===== config.mk =====
export PLATFORM = sky130hd
export DESIGN_NAME = msb_bit_window_reader_top
export DESIGN_NICKNAME = d
export VERILOG_FILES = /design/src/sv/mbwr_pkg.sv /design/src/sv/msb_bit_window_reader_top.sv
export VERILOG_INCLUDE_DIRS = /design/src /design/src/sv
export SDC_FILE = /design/constraint.sdc
export NUM_CORES = 1
export LEC_CHECK = 0
export ABC_AREA = 1
export BUFFER_PORTS_ARGS = -buffer_cell sky130_fd_sc_hd__buf_2
export CAP_MARGIN = 10
export CORE_UTILIZATION = 25
export CTS_CLUSTER_DIAMETER = 30
export DETAILED_ROUTE_END_ITERATION = 6
export SLEW_MARGIN = 20
export SYNTH_ARGS = -nofsm -noshare
export SYNTH_HDL_FRONTEND = slang
export SYNTH_SLANG_ARGS = --single-unit

===== constraint.sdc =====
create_clock -name clk -period 3.8 [get_ports clk]
set_input_delay 0.57 -clock clk [delete_from_list [all_inputs] [get_ports clk]]
set_output_delay 0.57 -clock clk [all_outputs]
set_load 0.05 [all_outputs]

===== src/sv/assert_macros.svh =====
// Assertion helpers shared by the RTL.
`ifndef ASSERT_MACROS_SVH
`define ASSERT_MACROS_SVH

`ifndef ASSERT_OFF

`define AST_PROP(lbl, clk, rstn, prop, msg) \
    lbl: assert property (@(posedge clk) disable iff (!rstn) prop) else $error(msg);

`define AST_NEVER(lbl, clk, rstn, expr, msg) \
    lbl: assert property (@(posedge clk) disable iff (!rstn) !(expr)) else $error(msg);

`else

`define AST_PROP(lbl, clk, rstn, prop, msg)
`define AST_NEVER(lbl, clk, rstn, expr, msg)

`endif

`endif


===== src/sv/mbwr_pkg.sv =====
package mbwr_pkg;

    localparam int BYTE_W  = 8;
    localparam int SHIFT_W = 4;
    localparam int CNT_W   = 4;

    localparam logic              CMD_START = 1'b0;
    localparam logic              CMD_ADV   = 1'b1;
    localparam logic [CNT_W-1:0]  CNT_FULL  = 4'd8;
    localparam logic [BYTE_W-1:0] PAD_BYTE  = 8'hff;

    typedef struct packed {
        logic [BYTE_W-1:0] window;
        logic              byte_taken;
        logic              end_of_stream;
    } result_t;

    // top n bits of a byte set, n saturating at 8
    function automatic logic [BYTE_W-1:0] top_mask(input logic [CNT_W-1:0] n);
        logic [2*BYTE_W-1:0] t;
        t = 16'hff00 >> n;
        if (n > CNT_FULL)
            return PAD_BYTE;
        return t[BYTE_W-1:0];
    endfunction

    function automatic logic stream_over(input logic              seen,
                                         input logic [CNT_W-1:0]  bits,
                                         input logic [BYTE_W-1:0] la,
                                         input logic [BYTE_W-1:0] win);
        logic [BYTE_W-1:0] m;
        m = '0;
        if (!seen)
            return 1'b0;
        if (bits == '0)
            return 1'b1;
        if (bits > CNT_FULL) begin
            m = top_mask(bits - CNT_FULL);
            return ((la & m) == m) && (win == PAD_BYTE);
        end
        m = top_mask(bits);
        return (win & m) == m;
    endfunction

endpackage


===== src/sv/msb_bit_window_reader_top.sv =====
// MSB-first bit window with ones padding, for a Huffman decoder front end.
// Input channel (in_valid / in_stall) carries command, shift_bits, next_byte
// and at_end; output channel (out_valid / out_stall) returns window,
// byte_taken and end_of_stream, one result per input transaction.
// A start command clears the stream state; two advances of 8 then prime
// the window. Each advance shifts out 0..8 bits and pulls next_byte into
// the lookahead when it runs short (byte_taken says so); with at_end high
// ones are padded and a bit counter runs down to the end of stream.
// Each result is registered in the output register, or in the skid entry.
// Throughput: 1 transaction per cycle while in_stall is low; the state update is a single pass
// of shift/mask logic feeding the state and result registers.
// Results sit in an output register backed by one skid entry, so a
// transaction is still taken in the cycle the receiver first stalls;
// in_stall rises only once the skid entry is occupied, and nothing is lost.
// Reset: empty output, window and lookahead 0, lookahead count 8, no end
// seen; the block takes transactions straight after reset.
`include "assert_macros.svh"

module msb_bit_window_reader_top (
    input  logic                         clk,
    input  logic                         rst_n,
    input  logic                         in_valid,
    output logic                         in_stall,
    input  logic                         command,
    input  logic [mbwr_pkg::SHIFT_W-1:0] shift_bits,
    input  logic [mbwr_pkg::BYTE_W-1:0]  next_byte,
    input  logic                         at_end,
    output logic                         out_valid,
    input  logic                         out_stall,
    output logic [mbwr_pkg::BYTE_W-1:0]  window,
    output logic                         byte_taken,
    output logic                         end_of_stream
);
    import mbwr_pkg::*;

    logic [BYTE_W-1:0] win_reg,   win_next;
    logic [BYTE_W-1:0] la_reg,    la_next;
    logic [CNT_W-1:0]  la_cnt_reg, la_cnt_next;
    logic              seen_reg,  seen_next;
    logic [CNT_W-1:0]  bue_reg,   bue_next;

    result_t res_next, out_reg, skid_reg;
    logic    out_valid_reg, skid_valid_reg;
    logic    accept, out_take;

    logic [CNT_W-1:0]    d, cnt;
    logic                load;
    logic [2*BYTE_W-1:0] w_sh, la_sh;
    logic [CNT_W:0]      s, remain;
    logic [BYTE_W-1:0]   loaded;
    logic                taken;

    assign accept   = in_valid && !skid_valid_reg;
    assign out_take = out_valid_reg && !out_stall;
    assign in_stall = skid_valid_reg;

    always_comb
    begin
        d      = (shift_bits > CNT_FULL) ? CNT_FULL : shift_bits;
        cnt    = (la_cnt_reg == '0 || la_cnt_reg > CNT_FULL) ? CNT_FULL : la_cnt_reg;
        load   = (d != '0) && (cnt <= d);
        w_sh   = {8'h00, win_reg} << d;
        la_sh  = {8'h00, la_reg} << d;   // upper byte = la >> (8-d)
        s      = {1'b0, CNT_FULL} - {1'b0, d} + {1'b0, cnt};
        loaded = at_end ? PAD_BYTE : next_byte;
        taken  = 1'b0;

        win_next    = w_sh[BYTE_W-1:0] | la_sh[2*BYTE_W-1:BYTE_W];
        la_next     = la_sh[BYTE_W-1:0];
        la_cnt_next = cnt - d;
        seen_next   = seen_reg;
        remain      = {1'b0, bue_reg};
        bue_next    = bue_reg;

        if (load) begin
            if (at_end) begin
                if (!seen_reg) begin
                    seen_next = 1'b1;
                    remain    = {1'b0, CNT_FULL} + {1'b0, cnt};
                end
            end else begin
                taken = 1'b1;
            end
            win_next    = win_next | (loaded >> s);
            la_next     = loaded << (d - cnt);
            la_cnt_next = s[CNT_W-1:0];
        end

        if (seen_next)
            bue_next = ({1'b0, d} > remain) ? '0 : CNT_W'(remain - {1'b0, d});

        if (command == CMD_START) begin
            win_next    = '0;
            la_next     = '0;
            la_cnt_next = CNT_FULL;
            seen_next   = 1'b0;
            bue_next    = '0;
            taken       = 1'b0;
        end

        res_next.window        = win_next;
        res_next.byte_taken    = taken;
        res_next.end_of_stream = stream_over(seen_next, bue_next, la_next, win_next);
    end

    always_ff @(posedge clk or negedge rst_n)
    begin
        if (!rst_n) begin
            win_reg    <= '0;
            la_reg     <= '0;
            la_cnt_reg <= CNT_FULL;
            seen_reg   <= 1'b0;
            bue_reg    <= '0;
        end else if (accept) begin
            win_reg    <= win_next;
            la_reg     <= la_next;
            la_cnt_reg <= la_cnt_next;
            seen_reg   <= seen_next;
            bue_reg    <= bue_next;
        end
    end

    always_ff @(posedge clk or negedge rst_n)
    begin
        if (!rst_n) begin
            out_valid_reg  <= 1'b0;
            skid_valid_reg <= 1'b0;
        end else if (skid_valid_reg) begin
            if (out_take) begin
                out_valid_reg  <= 1'b1;
                skid_valid_reg <= 1'b0;
            end
        end else if (accept) begin
            if (out_valid_reg && out_stall)
                skid_valid_reg <= 1'b1;
            else
                out_valid_reg <= 1'b1;
        end else if (out_take) begin
            out_valid_reg <= 1'b0;
        end
    end

    // payload registers, no reset
    always_ff @(posedge clk)
    begin
        if (skid_valid_reg) begin
            if (out_take)
                out_reg <= skid_reg;
        end else if (accept) begin
            if (out_valid_reg && out_stall)
                skid_reg <= res_next;
            else
                out_reg <= res_next;
        end
    end

    assign out_valid     = out_valid_reg;
    assign window        = out_reg.window;
    assign byte_taken    = out_reg.byte_taken;
    assign end_of_stream = out_reg.end_of_stream;

    `AST_NEVER(a_skid_without_out, clk, rst_n, skid_valid_reg && !out_valid_reg,
        "skid entry held while output register empty")
    `AST_PROP(a_accept_lands, clk, rst_n, accept |=> out_valid_reg,
        "accepted transaction has no result queued")
    `AST_NEVER(a_cnt_range, clk, rst_n, (la_cnt_reg == '0) || (la_cnt_reg > CNT_FULL),
        "lookahead count out of 1..8")
    `AST_NEVER(a_bue_range, clk, rst_n, bue_reg > CNT_FULL,
        "bits-until-end counter above 8")

endmodule


# Yosys cells after proc, flatten, opt, wreduce, memory -nomap -nowiden
# Cells that the tools add are included.
[totals] elab_cells=121 in_bits=18 register_bits=47 output_inout_bits=12
[classes] n_eq_ne=6 n_lt_le_gt_ge=6 shift=6 reduce_logical=16 n_addsub=7 muxes=62 n_bitwise=5
[ops] operator="8-bit two-way mux" n=15
[ops] operator="10-bit two-way mux" n=4
[ops] operator="1-bit two-way mux" n=33
[ops] operator="16-bit by 4-bit right shift with 8-bit output (first input constant)" n=2
[ops] operator="4-bit two-way mux" n=7
[ops] operator="8-bit AND" n=2
[ops] operator="8-bit == test" n=2
[ops] operator="4-bit greater-than comparator (second input constant)" n=4
[ops] operator="8-bit bitwise OR" n=2
[ops] operator="8-bit by 4-bit left shift with 16-bit output" n=1
[ops] operator="8-bit by 4-bit left shift with 8-bit output" n=2
[ops] operator="5-bit two-way mux" n=3
[ops] operator="4-bit subtractor" n=3
[ops] operator="3-bit AND reduction" n=3
[ops] operator="8-bit == test (second input constant)" n=1
[ops] operator="4-bit zero test" n=2
[ops] operator="8-bit by 5-bit right shift with 8-bit output" n=1
[ops] operator="4-bit by 4-bit adder with 5-bit output (first input constant)" n=1
[ops] operator="5-bit by 4-bit adder with 5-bit output" n=1
[ops] operator="4-bit by 5-bit greater-than comparator with 1-bit output" n=1
[ops] operator="1-bit logical AND" n=5
[ops] operator="4-bit by 4-bit subtractor with 5-bit output (first input constant)" n=1
[ops] operator="4-bit <= comparator" n=1
[ops] operator="2-bit nonzero test" n=2
[ops] operator="8 further kinds" n=9

# Depth between registers and ports, before layout
[logic_depth] word_depth=31 mapped_depth=37 mapped_depth_nobuf=37

# Worst setup path after synthesis
# Ideal clock, no wire load.
[synth_timing] kind="input -> register" start="in shift_bits[3] in the netlist's numbering" end="reg out_reg, in the netlist end_of_stream, data pin" t_arrival_ps=4096 setup_slack_ps=-549 n_path_buf=2 setup_time_ps=253 path_stages=28 t_required_ps=3547 path_cell_list="buf_6 > nor2_2 > inv_2 > ha_1 > buf_2 > nand4_1 > nand2_2 > nand3_4 > nor2_1 > inv_1 > o21ai_0 > ha_1 > inv_1 > fa_1 > xor2_1 > nand2_1 > nand2_1 > nand2_1 > nand2_1 > nand2_1 > nand2_1 > nand2_1 > nand2_1 > nor2_1 > nand3_1 > nand2_1 > nand3_1 > nand2_1"
[synth_via] elab_chain_len=29 elab_cells_between_ends=66 cone_classes="add/sub (5); order compare (5); eq/ne (3); shift (6); mux (39); bitwise (4); reduce/logical (4)"
[synth_lines] item="start, declared" line="msb_bit_window_reader_top.sv:25" text="input logic [mbwr_pkg::SHIFT_W-1:0] shift_bits,"
[synth_lines] item="4-bit greater-than comparator" line="msb_bit_window_reader_top.sv:59" text="d = (shift_bits > CNT_FULL) ? CNT_FULL : shift_bits;"
[synth_lines] item="4-bit two-way mux (*)" line="msb_bit_window_reader_top.sv:59"
[synth_lines] item="4-bit <= comparator or 4-bit nonzero test (tied branches)" line="msb_bit_window_reader_top.sv:61" text="load = (d != '0) && (cnt <= d);"
[synth_lines] item="1-bit logical AND" line="msb_bit_window_reader_top.sv:61"
[synth_lines] item="5-bit two-way mux" line="msb_bit_window_reader_top.sv:75" text="if (load) begin"
[synth_lines] item="4-bit subtractor or 4-bit by 5-bit greater-than comparator with 1-bit output (tied branches)" line="msb_bit_window_reader_top.sv:90" text="bue_next = ({1'b0, d} > remain) ? '0 : CNT_W'(remain - {1'b0, d});"
[synth_lines] item="4-bit two-way mux" line="msb_bit_window_reader_top.sv:90"
[synth_lines] item="4-bit two-way mux" line="msb_bit_window_reader_top.sv:89" text="if (seen_next)"
[synth_lines] item="[... 13 more ...]"
[synth_lines] item="1-bit logical AND" line="mbwr_pkg.sv:39" text="return ((la & m) == m) && (win == PAD_BYTE);"
[synth_lines] item="1-bit two-way mux" line="mbwr_pkg.sv:37" text="if (bits > CNT_FULL) begin"
[synth_lines] item="1-bit two-way mux" line="mbwr_pkg.sv:41" text="m = top_mask(bits);"
[synth_lines] item="1-bit two-way mux" line="mbwr_pkg.sv:37"
[synth_lines] item="1-bit two-way mux (*)" line="mbwr_pkg.sv:35" text="if (bits == '0)"
[synth_lines] item="10-bit two-way mux (*)" line="msb_bit_window_reader_top.sv:150" text="if (out_valid_reg && out_stall)"
[synth_lines] item="10-bit two-way mux (*)" line="msb_bit_window_reader_top.sv:149" text="end else if (accept) begin"
[synth_lines] item="10-bit two-way mux (*)" line="msb_bit_window_reader_top.sv:146" text="if (skid_valid_reg) begin"
[synth_lines] item="end signal, assigned" line="msb_bit_window_reader_top.sv:148" text="out_reg <= skid_reg;"
[synth_lines] item="end signal, assigned" line="msb_bit_window_reader_top.sv:153" text="out_reg <= res_next;"
[synth_lines] item="end, declared" line="msb_bit_window_reader_top.sv:42" text="result_t res_next, out_reg, skid_reg;"
# Mark *: on every way between the ends. The rest lies on a longest branch, timed or not. The select of a mux whose other input is x is not followed.
# A chain may end at the register's enable or synchronous reset.

# Final worst setup path
[layout_timing] start="reg la_cnt_reg[0]" end="reg out_reg, in the netlist end_of_stream, data pin"
[layout_via] elab_chain_len=31 elab_cells_between_ends=66 cone_classes="add/sub (5); order compare (5); eq/ne (3); shift (4); mux (41); bitwise (3); reduce/logical (5)"
[layout_lines] item="start, declared" line="msb_bit_window_reader_top.sv:38" text="logic [CNT_W-1:0] la_cnt_reg, la_cnt_next;"
[layout_lines] item="start signal, assigned" line="msb_bit_window_reader_top.sv:117" text="la_cnt_reg <= la_cnt_next;"
[layout_lines] item="4-bit greater-than comparator or 4-bit zero test (tied branches)" line="msb_bit_window_reader_top.sv:60" text="cnt = (la_cnt_reg == '0 || la_cnt_reg > CNT_FULL) ? CNT_FULL : la_cnt_reg;"
[layout_lines] item="1-bit logical OR" line="msb_bit_window_reader_top.sv:60"
[layout_lines] item="4-bit two-way mux (*)" line="msb_bit_window_reader_top.sv:60"
[layout_lines] item="4-bit by 4-bit adder with 5-bit output" line="msb_bit_window_reader_top.sv:79" text="remain = {1'b0, CNT_FULL} + {1'b0, cnt};"
[layout_lines] item="5-bit two-way mux" line="msb_bit_window_reader_top.sv:77" text="if (!seen_reg) begin"
[layout_lines] item="5-bit two-way mux" line="msb_bit_window_reader_top.sv:76" text="if (at_end) begin"
[layout_lines] item="5-bit two-way mux" line="msb_bit_window_reader_top.sv:75"
[layout_lines] item="4-bit subtractor or 4-bit by 5-bit greater-than comparator with 1-bit output (tied branches)" line="msb_bit_window_reader_top.sv:90"
[layout_lines] item="[... 15 more ...]"
[layout_lines] item="1-bit logical AND" line="mbwr_pkg.sv:39"
[layout_lines] item="1-bit two-way mux" line="mbwr_pkg.sv:37"
[layout_lines] item="1-bit two-way mux" line="mbwr_pkg.sv:41"
[layout_lines] item="1-bit two-way mux" line="mbwr_pkg.sv:37"
[layout_lines] item="1-bit two-way mux (*)" line="mbwr_pkg.sv:35"
[layout_lines] item="10-bit two-way mux (*)" line="msb_bit_window_reader_top.sv:150"
[layout_lines] item="10-bit two-way mux (*)" line="msb_bit_window_reader_top.sv:149"
[layout_lines] item="10-bit two-way mux (*)" line="msb_bit_window_reader_top.sv:146"
# Marks and branches as above.

==> flow_summary.ini <==
[floorplan]
io_pins = 30
dieWidth_um = 133
die_area_um2 = 17800
rows = 47
core_area_um2 = 16700
die_h_um = 133
initial_utilization = 0.258

[layout]
drive_gt1_frac = 0.265
largest_reg_flops = 10
nets = 743
fillCellCount = 1827
final_area_um2 = 5400
diodes = 0
syn_to_final_growth_pct = 25.3
fin_cells = 922

[yosys]
async_flop_share = 0.574
synth_top_family_by_area = simple AND/OR/NAND/NOR gates
synth_xor_area_frac = 0.0142
synthAdderAreaFrac = 0.0801
synth-edff-count = 20
synth-simple-area-share = 0.355
synth-main-ff-cell = dfrtp_1
synth_area_leader_cell = nand2_1
post_synth_instance_area_um2 = 4310
ys_types = 46
muxShareOfSynthArea = 0
seq_area_frac_synth = 0.296
synth_nets = 674
synth_compound_area_frac = 0.154
synth_seq_cells = 47
synth_area_leaders = nand2_1, dfrtp_1, edfxtp_1
yosys_warnings = 0
synth.top_cell.area_share = 0.194
synth.avg_cell_area_um2 = 6.82
synthCells = 632

[drt]
drcViolationCount = 0
vias_per_cell = 4.60
wl_per_cell_um = 13.7
wl_um = 12700
first_pass_iters = 7
num_vias = 4240
drtAntennaViolNets = 0
drtIter0Drc = 375

[timing]
setup_viol = 2
hold_viol = 0
period_needed_ns = 3.91
slew_viol_final = 0
holdWs_ns = 0.306
fmax_ghz = 0.256
slew_headroom = 0.420
fin_ws_ns = -0.111
worst_slew_pin_slew_ns = 0.866
skew_ns = 0.00720
rsz0062_at_grt = true
min_period_over_period = 1.03

[critical_path]
cp.arrival_ns = 3.96
critPathCaptureType = flop
cpMostUsedCell = nand2_1
critPathRequiredTime_ns = 3.85
critPathSlowestCell = dfrtp_1
cp_max_fo = 7
critPathMaxStageDelay_ns = 0.38
worstSetupPathType = flop to flop
worst_setup_path_start_kind = flop

[clock_tree]
clock_path_buffers = 2
cts_buffers = 5
cts_num_sinks = 47
cts_tree = yes
clk_pin_slew_ns = 0.07
insertion_delay_ns = 0.29
root_buffer = clkbuf_16
htree_num_levels = 2

[placement]
gp_congestion = 0.908
dp_hpwl_um = 9860
dpl_cell_area_um2 = 5000
pre_cts_ws_ns = -0.263
dp_cells = 904
numPortBuffers = 29

[global_route]
antenna_found_initial = 0
grt_overflow = 0
track_usage = 0.145
grt_pass1_vias = 4036
grt_max_degree = 42
grt_pass1_wl_um = 20700

[pwr]
vdd_drop_max_mv = 0.340
power.density_nw_per_um2 = 764
leakage_nw = 2.58

[job]
drv_cap = 0

[worst_hold_path]
hp-class = input port to async pin

[status]
status = finished, violations left
violations = negative setup slack
## logic make-up (layout without fill, tap and decap cells)
| kind of cell | count (synthesis) | count (layout) |
|---|---|---|
| simple gates | 339 | 339 |
| compound gates | 116 | 116 |
| buf+inv | 99 | 169 |
| flops | 47 | 47 |
| fa+ha+maj | 24 | 24 |
| xor+xnor | 7 | 7 |
## per-stage QoR
| stage | power (mW) | utilization | setup TNS [ns] |
|---|---|---|---|
| 4_1_cts | 3.96 | 0.314 | -0.139 |
| 6_report | 4.13 | 0.323 | -0.123 |
| 2_1_floorplan | 2.64 | - | -0.0751 |
| 3_3_place_gp | 3.36 | 0.300 | -0.236 |
| 5_1_grt | 4.48 | 0.323 | -0.738 |
| 3_5_place_dp | 3.37 | 0.300 | -0.402 |
## path summary, 6_finish.rpt
path,startpoint,cells past startpoint,end,slack (ns)
max,la_cnt_reg[0],32,end_of_stream,-0.11
max in group asynchronous,rst_n,1,la_cnt_reg[0],3.05
max reg2reg,la_cnt_reg[0],32,end_of_stream,-0.11
min in group clk,win_reg[1],2,win_reg[1],0.49
min reg2reg,win_reg[1],2,win_reg[1],0.49
min,rst_n,1,win_reg[5],0.31
## critical path: cells and delay by family (launching register included)
family                   cells  cell delay [ns]
AND/OR/NAND/NOR             22             1.68
adder cells (fa/ha/maj)      3             0.80
flip-flops                   1             0.38
buffers and inverters        4             0.38
AO/OA/AOI/OAI                2             0.24
XOR/XNOR                     1             0.20
## repair_timing
| action | 4_1_cts | 5_1_grt |
|---|---|---|
| hold buffers | 0 | 0 |
| setup buffers | 5 | 5 |
| setup endpoints to repair | 2 | 2 |
| endpoints found under the hold margin | 0 | 0 |
| pin swaps | 23 | 23 |
| resized for setup | 17 | 32 |
## layout by cell type, fill, tap and decap left out, types with 5 or more instances in the layout
cell type and count:
inv_2 15, buf_2 29, o211ai_1 9, nor2_1 26, nor2_4 5, nand2_1 200, dfrtp_1 26, nand3_2 6
edfxtp_1 20, inv_1 54, a21oi_1 15, o21ai_1 9, ha_1 13, nand4_1 9, nand2_2 27, xor2_1 6
nand2_4 7, clkbuf_16 6, nand3_1 44, buf_4 53, o21ai_0 64
## where the power goes
| part | switching [mW] | internal (mW) |
|---|---|---|
| registers | 0.141 | 0.753 |
| logic | 1.77 | 0.968 |
| clock network | 0.204 | 0.287 |
## area by class of cell
cell class / count / area, um^2 / area share
Tap cell: 220 / 275 / 0.0510
Timing Repair Buffer: 84 / 562 / 0.104
Clock inverter: 2 / 16.3 / 0.00301
Inverter: 77 / 309 / 0.0572
Multi-Input combinational cell: 486 / 2810 / 0.521
Clock buffer: 6 / 150 / 0.0278
Sequential cell: 47 / 1280 / 0.237
## routing by layer
metal	up-vias	global-route usage	part of all wire
met1	1943	0.195	0.46
li1	2185	-	-
met5	-	0	0
met3	23	0.0114	0.034
met4	0	0.0423	0.022
met2	89	0.248	0.48
## synth_stat cells, types with 3 or more instances
cell type,n
a21oi_1,15
buf_2,7
buf_6,3
clkbuf_1,10
clkinv_1,3
dfrtp_1,26
edfxtp_1,20
fa_1,6
ha_1,18
inv_1,61
inv_2,10
nand2_1,223
nand2_2,10
nand3_1,46
nand3_2,4
nand4_1,9
nor2_1,30
nor3_1,3
nor3_2,3
o211ai_1,9
o21ai_0,66
o21ai_1,10
o22ai_1,3
xor2_1,7
Note: power is estimated with default switching activity, not from simulation.
